File: config.mk
export PLATFORM = sky130hd
export DESIGN_NAME = client_rate_limiter_lru_top
export DESIGN_NICKNAME = d
export VERILOG_FILES = /design/src/rtl/crl_pkg.sv /design/src/rtl/client_rate_limiter_lru_top.sv
export SDC_FILE = /design/constraint.sdc
export NUM_CORES = 2
export LEC_CHECK = 0
export BUFFER_PORTS_ARGS = -buffer_cell sky130_fd_sc_hd__buf_4
export CAP_MARGIN = 5
export CORE_MARGIN = 8
export CORE_UTILIZATION = 53
export CTS_CLUSTER_DIAMETER = 40
export DETAILED_ROUTE_END_ITERATION = 6
export GPL_ROUTABILITY_DRIVEN = 0
export GPL_TIMING_DRIVEN = 1
export MAX_ROUTING_LAYER = met4
export PLACE_DENSITY_LB_ADDON = 0.15
export SLEW_MARGIN = 30
export SYNTH_ARGS = -nofsm -noshare
export SYNTH_HDL_FRONTEND = slang
export SYNTH_SLANG_ARGS = --single-unit
File: constraint.sdc
create_clock -name clock -period 12.4 [get_ports clock]
set_input_delay 0 -clock clock [delete_from_list [all_inputs] [get_ports clock]]
set_output_delay 0 -clock clock [all_outputs]
set_load 0.01 [all_outputs]
File: src/rtl/crl_pkg.sv
// package for the client rate limiter
// types, constants and state codes; no dependencies
package crl_pkg;
   localparam int TableEntries = 16;
   localparam int IdxBits = $clog2(TableEntries);
   localparam int CntBits = $clog2(TableEntries + 1);

   localparam logic [1:0] ModeRequest = 2'd0;
   localparam logic [1:0] ModeTick = 2'd1;
   localparam logic [1:0] ModeSweep = 2'd2;

   localparam logic [1:0] CsrRequestLimit = 2'd0;
   localparam logic [1:0] CsrWindowTicks = 2'd1;
   localparam logic [1:0] CsrClientLimit = 2'd2;

   typedef struct packed {
      logic [1:0] mode;
      logic [31:0] client_key;
   } req_type;

   typedef struct packed {
      logic allowed;
      logic new_entry;
      logic evicted;
      logic [15:0] window_count;
      logic [4:0] removed;
   } rsp_type;

   typedef enum logic [2:0] {
      ST_IDLE, ST_SCAN, ST_SWEEP, ST_VICTIM, ST_FREE, ST_FINISH, ST_RESPOND
   } state_type;
endpackage

File: src/rtl/client_rate_limiter_lru_top.sv
// client rate limiter top level: fixed window limiter over a 16 entry lru table, uses crl_pkg
// synchronous reset empties the table, zeroes time and restores register defaults;
// tick and unused mode respond directly, a sweep walks the whole table, a hit scans
// up to the matching entry, a miss scans and then walks for a free slot, after a walk
// for the lru victim when the table is at the client limit; req_ready is high only while
// idle with no result held, so a new item is accepted only after the previous result is delivered
module client_rate_limiter_lru_top
   import crl_pkg::*;
(
   input  logic        clock,
   input  logic        reset,
   input  logic        req_valid,
   output logic        req_ready,
   input  req_type     req_data,
   output logic        rsp_valid,
   input  logic        rsp_ready,
   output rsp_type     rsp_data,
   input  logic        csr_write,
   input  logic [1:0]  csr_index,
   input  logic [30:0] csr_data
);
   // configuration
   logic [15:0] limit_ff;
   logic [30:0] window_ff;
   logic [4:0]  clients_ff;

   // table: recency rank per entry, 0 = most recent; the ranks of valid entries
   // always form 0..n-1, so a removal closes its gap
   logic [31:0] key_ff [TableEntries];
   logic [15:0] count_ff [TableEntries];
   logic [31:0] start_ff [TableEntries];
   logic [IdxBits-1:0] rank_ff [TableEntries];
   logic [TableEntries-1:0] valid_ff;

   logic [31:0] time_ff;
   logic [CntBits-1:0] occ_ff;

   state_type state_ff, state_in;
   req_type item_ff;
   logic [IdxBits:0] ptr_ff;           // walk pointer, last entry = done
   logic hit_ff;
   logic [IdxBits-1:0] sel_ff;         // hit, victim or free slot
   logic have_ff;
   logic [CntBits-1:0] removed_ff;
   logic evict_ff;
   rsp_type out_ff;
   logic out_valid_ff;

   logic [IdxBits-1:0] ptr;
   logic walk_done;
   logic [31:0] elapsed;
   logic expired;
   logic [CntBits-1:0] lim;

   assign ptr = ptr_ff[IdxBits-1:0];
   assign walk_done = ptr_ff == (IdxBits+1)'(TableEntries - 1);
   // sweep unit: one modular subtract and compare per cycle at the pointer
   assign elapsed = time_ff - start_ff[ptr];
   assign expired = elapsed > {1'b0, window_ff};

   always_comb begin
      if (clients_ff == 5'd0) lim = CntBits'(1);
      else if (32'(clients_ff) > TableEntries) lim = CntBits'(TableEntries);
      else lim = CntBits'(clients_ff);
   end

   assign req_ready = (state_ff == ST_IDLE) && !out_valid_ff;
   assign rsp_valid = out_valid_ff;
   assign rsp_data = out_ff;

   // next state
   always_comb begin
      state_in = state_ff;
      unique case (state_ff)
         ST_IDLE: begin
            if (req_valid && req_ready) begin
               unique case (req_data.mode)
                  ModeRequest: state_in = ST_SCAN;
                  ModeSweep: state_in = ST_SWEEP;
                  default: state_in = ST_RESPOND;
               endcase
            end
         end
         ST_SCAN: begin
            if (walk_done || (valid_ff[ptr] && key_ff[ptr] == item_ff.client_key))
               state_in = ST_FINISH;
         end
         ST_SWEEP: if (walk_done) state_in = ST_RESPOND;
         ST_VICTIM: if (walk_done) state_in = ST_FREE;
         ST_FREE: if (walk_done) state_in = ST_FINISH;
         ST_FINISH: begin
            if (!hit_ff && !evict_ff && occ_ff >= lim && !have_ff)
               state_in = ST_VICTIM;
            else if (!hit_ff && !have_ff)
               state_in = ST_FREE;
            else
               state_in = ST_RESPOND;
         end
         ST_RESPOND: state_in = ST_IDLE;
         default: state_in = ST_IDLE;
      endcase
   end

   always_ff @(posedge clock) begin
      if (reset) state_ff <= ST_IDLE;
      else state_ff <= state_in;
   end

   // datapath sequencing
   always_ff @(posedge clock) begin
      if (reset) begin
         limit_ff <= 16'd10;
         window_ff <= 31'd1000;
         clients_ff <= 5'd16;
         valid_ff <= '0;
         time_ff <= '0;
         occ_ff <= '0;
         out_valid_ff <= 1'b0;
         ptr_ff <= '0;
         hit_ff <= 1'b0;
         have_ff <= 1'b0;
         evict_ff <= 1'b0;
         removed_ff <= '0;
      end else begin
         if (csr_write) begin
            unique case (csr_index)
               CsrRequestLimit: limit_ff <= csr_data[15:0];
               CsrWindowTicks: window_ff <= csr_data;
               CsrClientLimit: clients_ff <= csr_data[4:0];
               default: ;
            endcase
         end
         if (out_valid_ff && rsp_ready) out_valid_ff <= 1'b0;
         case (state_ff)
            ST_IDLE: begin
               if (req_valid && req_ready) begin
                  item_ff <= req_data;
                  ptr_ff <= '0;
                  hit_ff <= 1'b0;
                  have_ff <= 1'b0;
                  evict_ff <= 1'b0;
                  removed_ff <= '0;
                  out_ff <= '0;
                  if (req_data.mode == ModeTick) time_ff <= time_ff + 32'd1;
               end
            end
            ST_SCAN: begin
               if (valid_ff[ptr] && key_ff[ptr] == item_ff.client_key) begin
                  hit_ff <= 1'b1;
                  sel_ff <= ptr;
               end
               ptr_ff <= ptr_ff + 1'b1;
            end
            ST_SWEEP: begin
               if (valid_ff[ptr] && expired) begin
                  valid_ff[ptr] <= 1'b0;
                  removed_ff <= removed_ff + 1'b1;
                  occ_ff <= occ_ff - 1'b1;
                  // entries older than the removed one move up by one
                  for (int i = 0; i < TableEntries; i++)
                     if (valid_ff[i] && rank_ff[i] > rank_ff[ptr])
                        rank_ff[i] <= rank_ff[i] - 1'b1;
               end
               ptr_ff <= ptr_ff + 1'b1;
            end
            ST_VICTIM: begin
               // oldest valid entry; ages are distinct among valid entries
               if (valid_ff[ptr] && (!have_ff || rank_ff[ptr] > rank_ff[sel_ff])) begin
                  have_ff <= 1'b1;
                  sel_ff <= ptr;
               end
               ptr_ff <= ptr_ff + 1'b1;
               if (walk_done) begin
                  ptr_ff <= '0;
                  evict_ff <= 1'b1;
                  if (have_ff || valid_ff[ptr]) begin
                     valid_ff[(valid_ff[ptr] && (!have_ff ||
                        rank_ff[ptr] > rank_ff[sel_ff])) ? ptr : sel_ff] <= 1'b0;
                     occ_ff <= occ_ff - 1'b1;
                     out_ff.evicted <= 1'b1;
                  end
                  have_ff <= 1'b0;
               end
            end
            ST_FREE: begin
               // first free slot; ages of older entries bumped on insert
               if (!valid_ff[ptr] && !have_ff) begin
                  have_ff <= 1'b1;
                  sel_ff <= ptr;
               end
               ptr_ff <= ptr_ff + 1'b1;
            end
            ST_FINISH: begin
               ptr_ff <= '0;
               if (hit_ff) begin
                  for (int i = 0; i < TableEntries; i++)
                     if (valid_ff[i] && rank_ff[i] < rank_ff[sel_ff])
                        rank_ff[i] <= rank_ff[i] + 1'b1;
                  rank_ff[sel_ff] <= '0;
                  begin
                     logic [15:0] c;
                     logic [31:0] el;
                     el = time_ff - start_ff[sel_ff];
                     c = (el > {1'b0, window_ff}) ? 16'd0 : count_ff[sel_ff];
                     if (el > {1'b0, window_ff}) start_ff[sel_ff] <= time_ff;
                     if (c < limit_ff) begin
                        c = c + 16'd1;
                        out_ff.allowed <= 1'b1;
                     end
                     count_ff[sel_ff] <= c;
                     out_ff.window_count <= c;
                  end
               end else if (have_ff) begin
                  for (int i = 0; i < TableEntries; i++)
                     if (valid_ff[i] && rank_ff[i] != '1)
                        rank_ff[i] <= rank_ff[i] + 1'b1;
                  valid_ff[sel_ff] <= 1'b1;
                  key_ff[sel_ff] <= item_ff.client_key;
                  count_ff[sel_ff] <= 16'd1;
                  start_ff[sel_ff] <= time_ff;
                  rank_ff[sel_ff] <= '0;
                  occ_ff <= occ_ff + 1'b1;
                  out_ff.allowed <= 1'b1;
                  out_ff.new_entry <= 1'b1;
                  out_ff.window_count <= 16'd1;
               end
            end
            ST_RESPOND: begin
               if (item_ff.mode == ModeSweep) out_ff.removed <= 5'(removed_ff);
               out_valid_ff <= 1'b1;
            end
            default: ;
         endcase
      end
   end
endmodule
==> results.tsv <==
stage	metric	value	unit
timing	rsz0062_at_grt	no	
detailed_routing	vias	45200	
floorplan	die_h	391.2	um
timing	timing.final.hold_violations	0	
final_layout	finalNonFillerCells	7171	
grt	grt_usage	26.26	%
final_layout	final_cell_area	86440	um^2
setup_path	cp-end-kind	register	
clock_network	post_cts_buffers	0	
synth	syn_inst	4759	
detailed_routing	wl	195.6	mm
timing	worstMarginPinSlew	997.8	ps
floorplan	io_pins	98	
grt	grt_pass1_vias	45720	
timing	skew	31.68	ps
timing	fmax	93.95	MHz
setup_path	critPathMostFrequentCell	o21ai_0	
synth	synth.top_cell.area_share	54.01	%
grt	antenna_found_initial	2	
place	post_dp_cell_area	77830	um^2
synth	synth_most_common_cell	edfxtp_1	
clock_network	cts_buffer_depth	3	
synth	synth_top_cell_by_area	edfxtp_1	
detailed_routing	viasPerCell	6.303	
clock_network	cts_resized	0	
synth	synth_edf_count	1342	
clock_network	cts_buffers	205	
power	p_int	10.82	mW
detailed_routing	antenna_left	0	
power	switching_share	28.45	%
timing	finalSetupViolCount	0	
synth	ys_seq_elements	1536	
floorplan	rows	137	
hold_path	hold_class	input port to register	
detailed_routing	wire_per_inst	27.27	um
grt	grt_overflow	0	
synth	synth_cell_types	95	
timing	finalSetupTns	0	ps
synth	yosysSeqAreaShare	59.21	%
synth	synth_ff_type	edfxtp_1	
run	cap_violations	0	
timing	relSlewSlack	33.48	%
setup_path	worstSetupStartpointType	register	
power	p_leak	30.26	nW
synth	async_reset_ff_share	0	%
power	powerDensity	174.9	nW/um^2
final_layout	antenna_cells	0	
clock_network	clkTransAtPathRegs	60	ps
status	status	finished, final reports clean	
timing	fin_crit	10640	ps
power	p_sw	4.302	mW
place	dp_cells	6624	
clock_network	hold_buffers	158	
synth	syn_area_per_cell	15.68	um^2
synth	syn-num-nets	5146	
synth	synthTopCellsByArea	edfxtp_1 (54%), mux4_2 (16%), dfxtp_1 (5.2%)	
power	ir_drop	0.1721	mV
setup_path	crit_path_max_fanout	55	
setup_path	slowest_delay	750	ps
detailed_routing	first_pass_iters	5	
clock_network	cts_root_buf	clkbuf_16	
synth	yosys_warnings	0	
floorplan	start_util	53.41	%
detailed_routing	drc	0	
floorplan	die_w	391.2	um
synth	synthesis.area	74620	um^2
final_layout	syn_to_final_growth	15.85	%
setup_path	worstPathArrival	11150	ps
power	combPwrFrac	21.7	%
power	sequentialPowerShare	39.1	%
clock_network	htreeDepth	4	
grt	grt_max_degree	87	
grt	grt_pass1_wl	293.8	mm
clock_network	cts.sink_count	1536	
setup_path	worst-endpoint-required	12910	ps
place	io_buffers	97	
synth	synth_common_cells	edfxtp_1 (1342), mux4_2 (545), ha_1 (305), nor2_1 (277), nand2_1 (228)	
power	clockPowerShare	39.2	%
timing	fin_crit_sh	85.84	%
place	dpl.hpwl	115.3	mm
final_layout	final_net_count	5500	
setup_path	cp_slowest_cell	nor4_1	
final_layout	drive_gt1_share	22.98	%
clock_network	cts_tree	built	
floorplan	design.die.area	153000	um^2
setup_path	path_class	register to register	
timing	drv_slew	0	
clock_network	clk_latency	820	ps
floorplan	core_area	139700	um^2
timing	hold_ws	54.47	ps
detailed_routing	drt_iter0_markers	4443	
[final timing paths]
path	from	end	slack, ps	cells past startpoint
setup / recovery	register	count_ff[12][15]	1760	33
hold / removal	csr_data[5]	limit_ff[5]	50	4
setup reg to reg	register	count_ff[12][15]	1760	33
hold reg to reg	limit_ff[2]	limit_ff[2]	460	2
[power by group through the flow]
stage	sequential [mW]	combinational, mW	clock, mW
after floorplan	5.86	2.59	0
after global placement	6.05	3.17	0
after detailed placement	6.02	3.25	0
after CTS	5.91	3.31	6.01
after global routing	5.93	3.58	6.23
final	5.91	3.29	5.92
[through the flow]
step	power (mW)	utilization, %	setup slack [ps]
after floorplan	8.446	-	2187
after global placement	9.215	55.67	1696
after detailed placement	9.271	55.71	1736
after CTS	15.23	61.88	1663
after global routing	15.74	61.88	684.4
final	15.12	61.88	1756
[flip-flops by register name, summed over array words and instances, names as in the netlist, 16 cells and up, named ones only]
register   cells
item_ff       34
limit_ff      16
rank_ff       64
count_ff     256
key_ff       512
valid_ff      16
time_ff       32
start_ff     512
window_ff     31
rsp_data      24
[logic make-up after synthesis]
logic type               Yosys count  share of synthesized area, %
buffers and inverters            438                         2.574
multiplexers                     683                         18.81
flip-flops                      1536                         59.21
AO/OA/AOI/OAI                    667                         5.755
AND/OR/NAND/NOR                  952                         6.271
XOR/XNOR                         168                         1.992
adder cells (fa/ha/maj)          315                         5.383
[layer usage]
layer,vias up,share of wire (%),track usage (%)
met1,23220,42,35.82
met5,-,0,-
li1,19850,-,-
met4,0,2.6,7.101
met2,1773,48,41.65
met3,354,7.1,4.074
[layout by cell type (no fill, tap or decap), types with 23 or more instances in the layout]
master,Yosys,layout
nor2b_1,46,45
a21o_1,50,50
o21a_1,33,33
a21oi_1,200,199
dlygate4sd3_1,0,158
mux2i_1,97,97
and3_1,27,27
inv_1,224,222
xnor2_1,96,96
o21ai_0,122,122
xor2_1,70,70
nand4_1,69,69
nor2_4,0,23
a31oi_1,63,63
o211ai_1,23,23
ha_1,305,305
edfxtp_1,1342,1342
nand3_1,64,64
nand2b_1,47,47
clkbuf_16,0,211
and2_1,27,27
clkinv_2,0,36
dfxtp_1,194,186
nor3_1,54,41
nor4_1,27,26
nor2_1,277,241
a211oi_1,45,45
buf_4,11,195
mux4_2,545,545
nand2_1,228,228
[layout make-up]
| cell class | instances | area (um^2) |
|---|---|---|
| Clock buffer | 239 | 5465 |
| Clock inverter | 150 | 1562 |
| Fill cell | 10110 | 53260 |
| Inverter | 226 | 848.3 |
| Multi-Input combinational cell | 2785 | 28840 |
| Sequential cell | 1536 | 44210 |
| Tap cell | 1876 | 2347 |
| Timing Repair Buffer | 359 | 3166 |
[worst max-delay path, delay by kind of cell (launching register included)]
kind | cells | cell delay (ps)
muxes | 2 | 1070
and+or+nand+nor | 9 | 3110
adders and majority gates | 3 | 770
AOI/OAI and AO/OA | 15 | 3680
buffers and inverters | 2 | 550
DFF | 1 | 660
xor gates and xnor gates | 2 | 410
(Power assumes the default switching activity.)
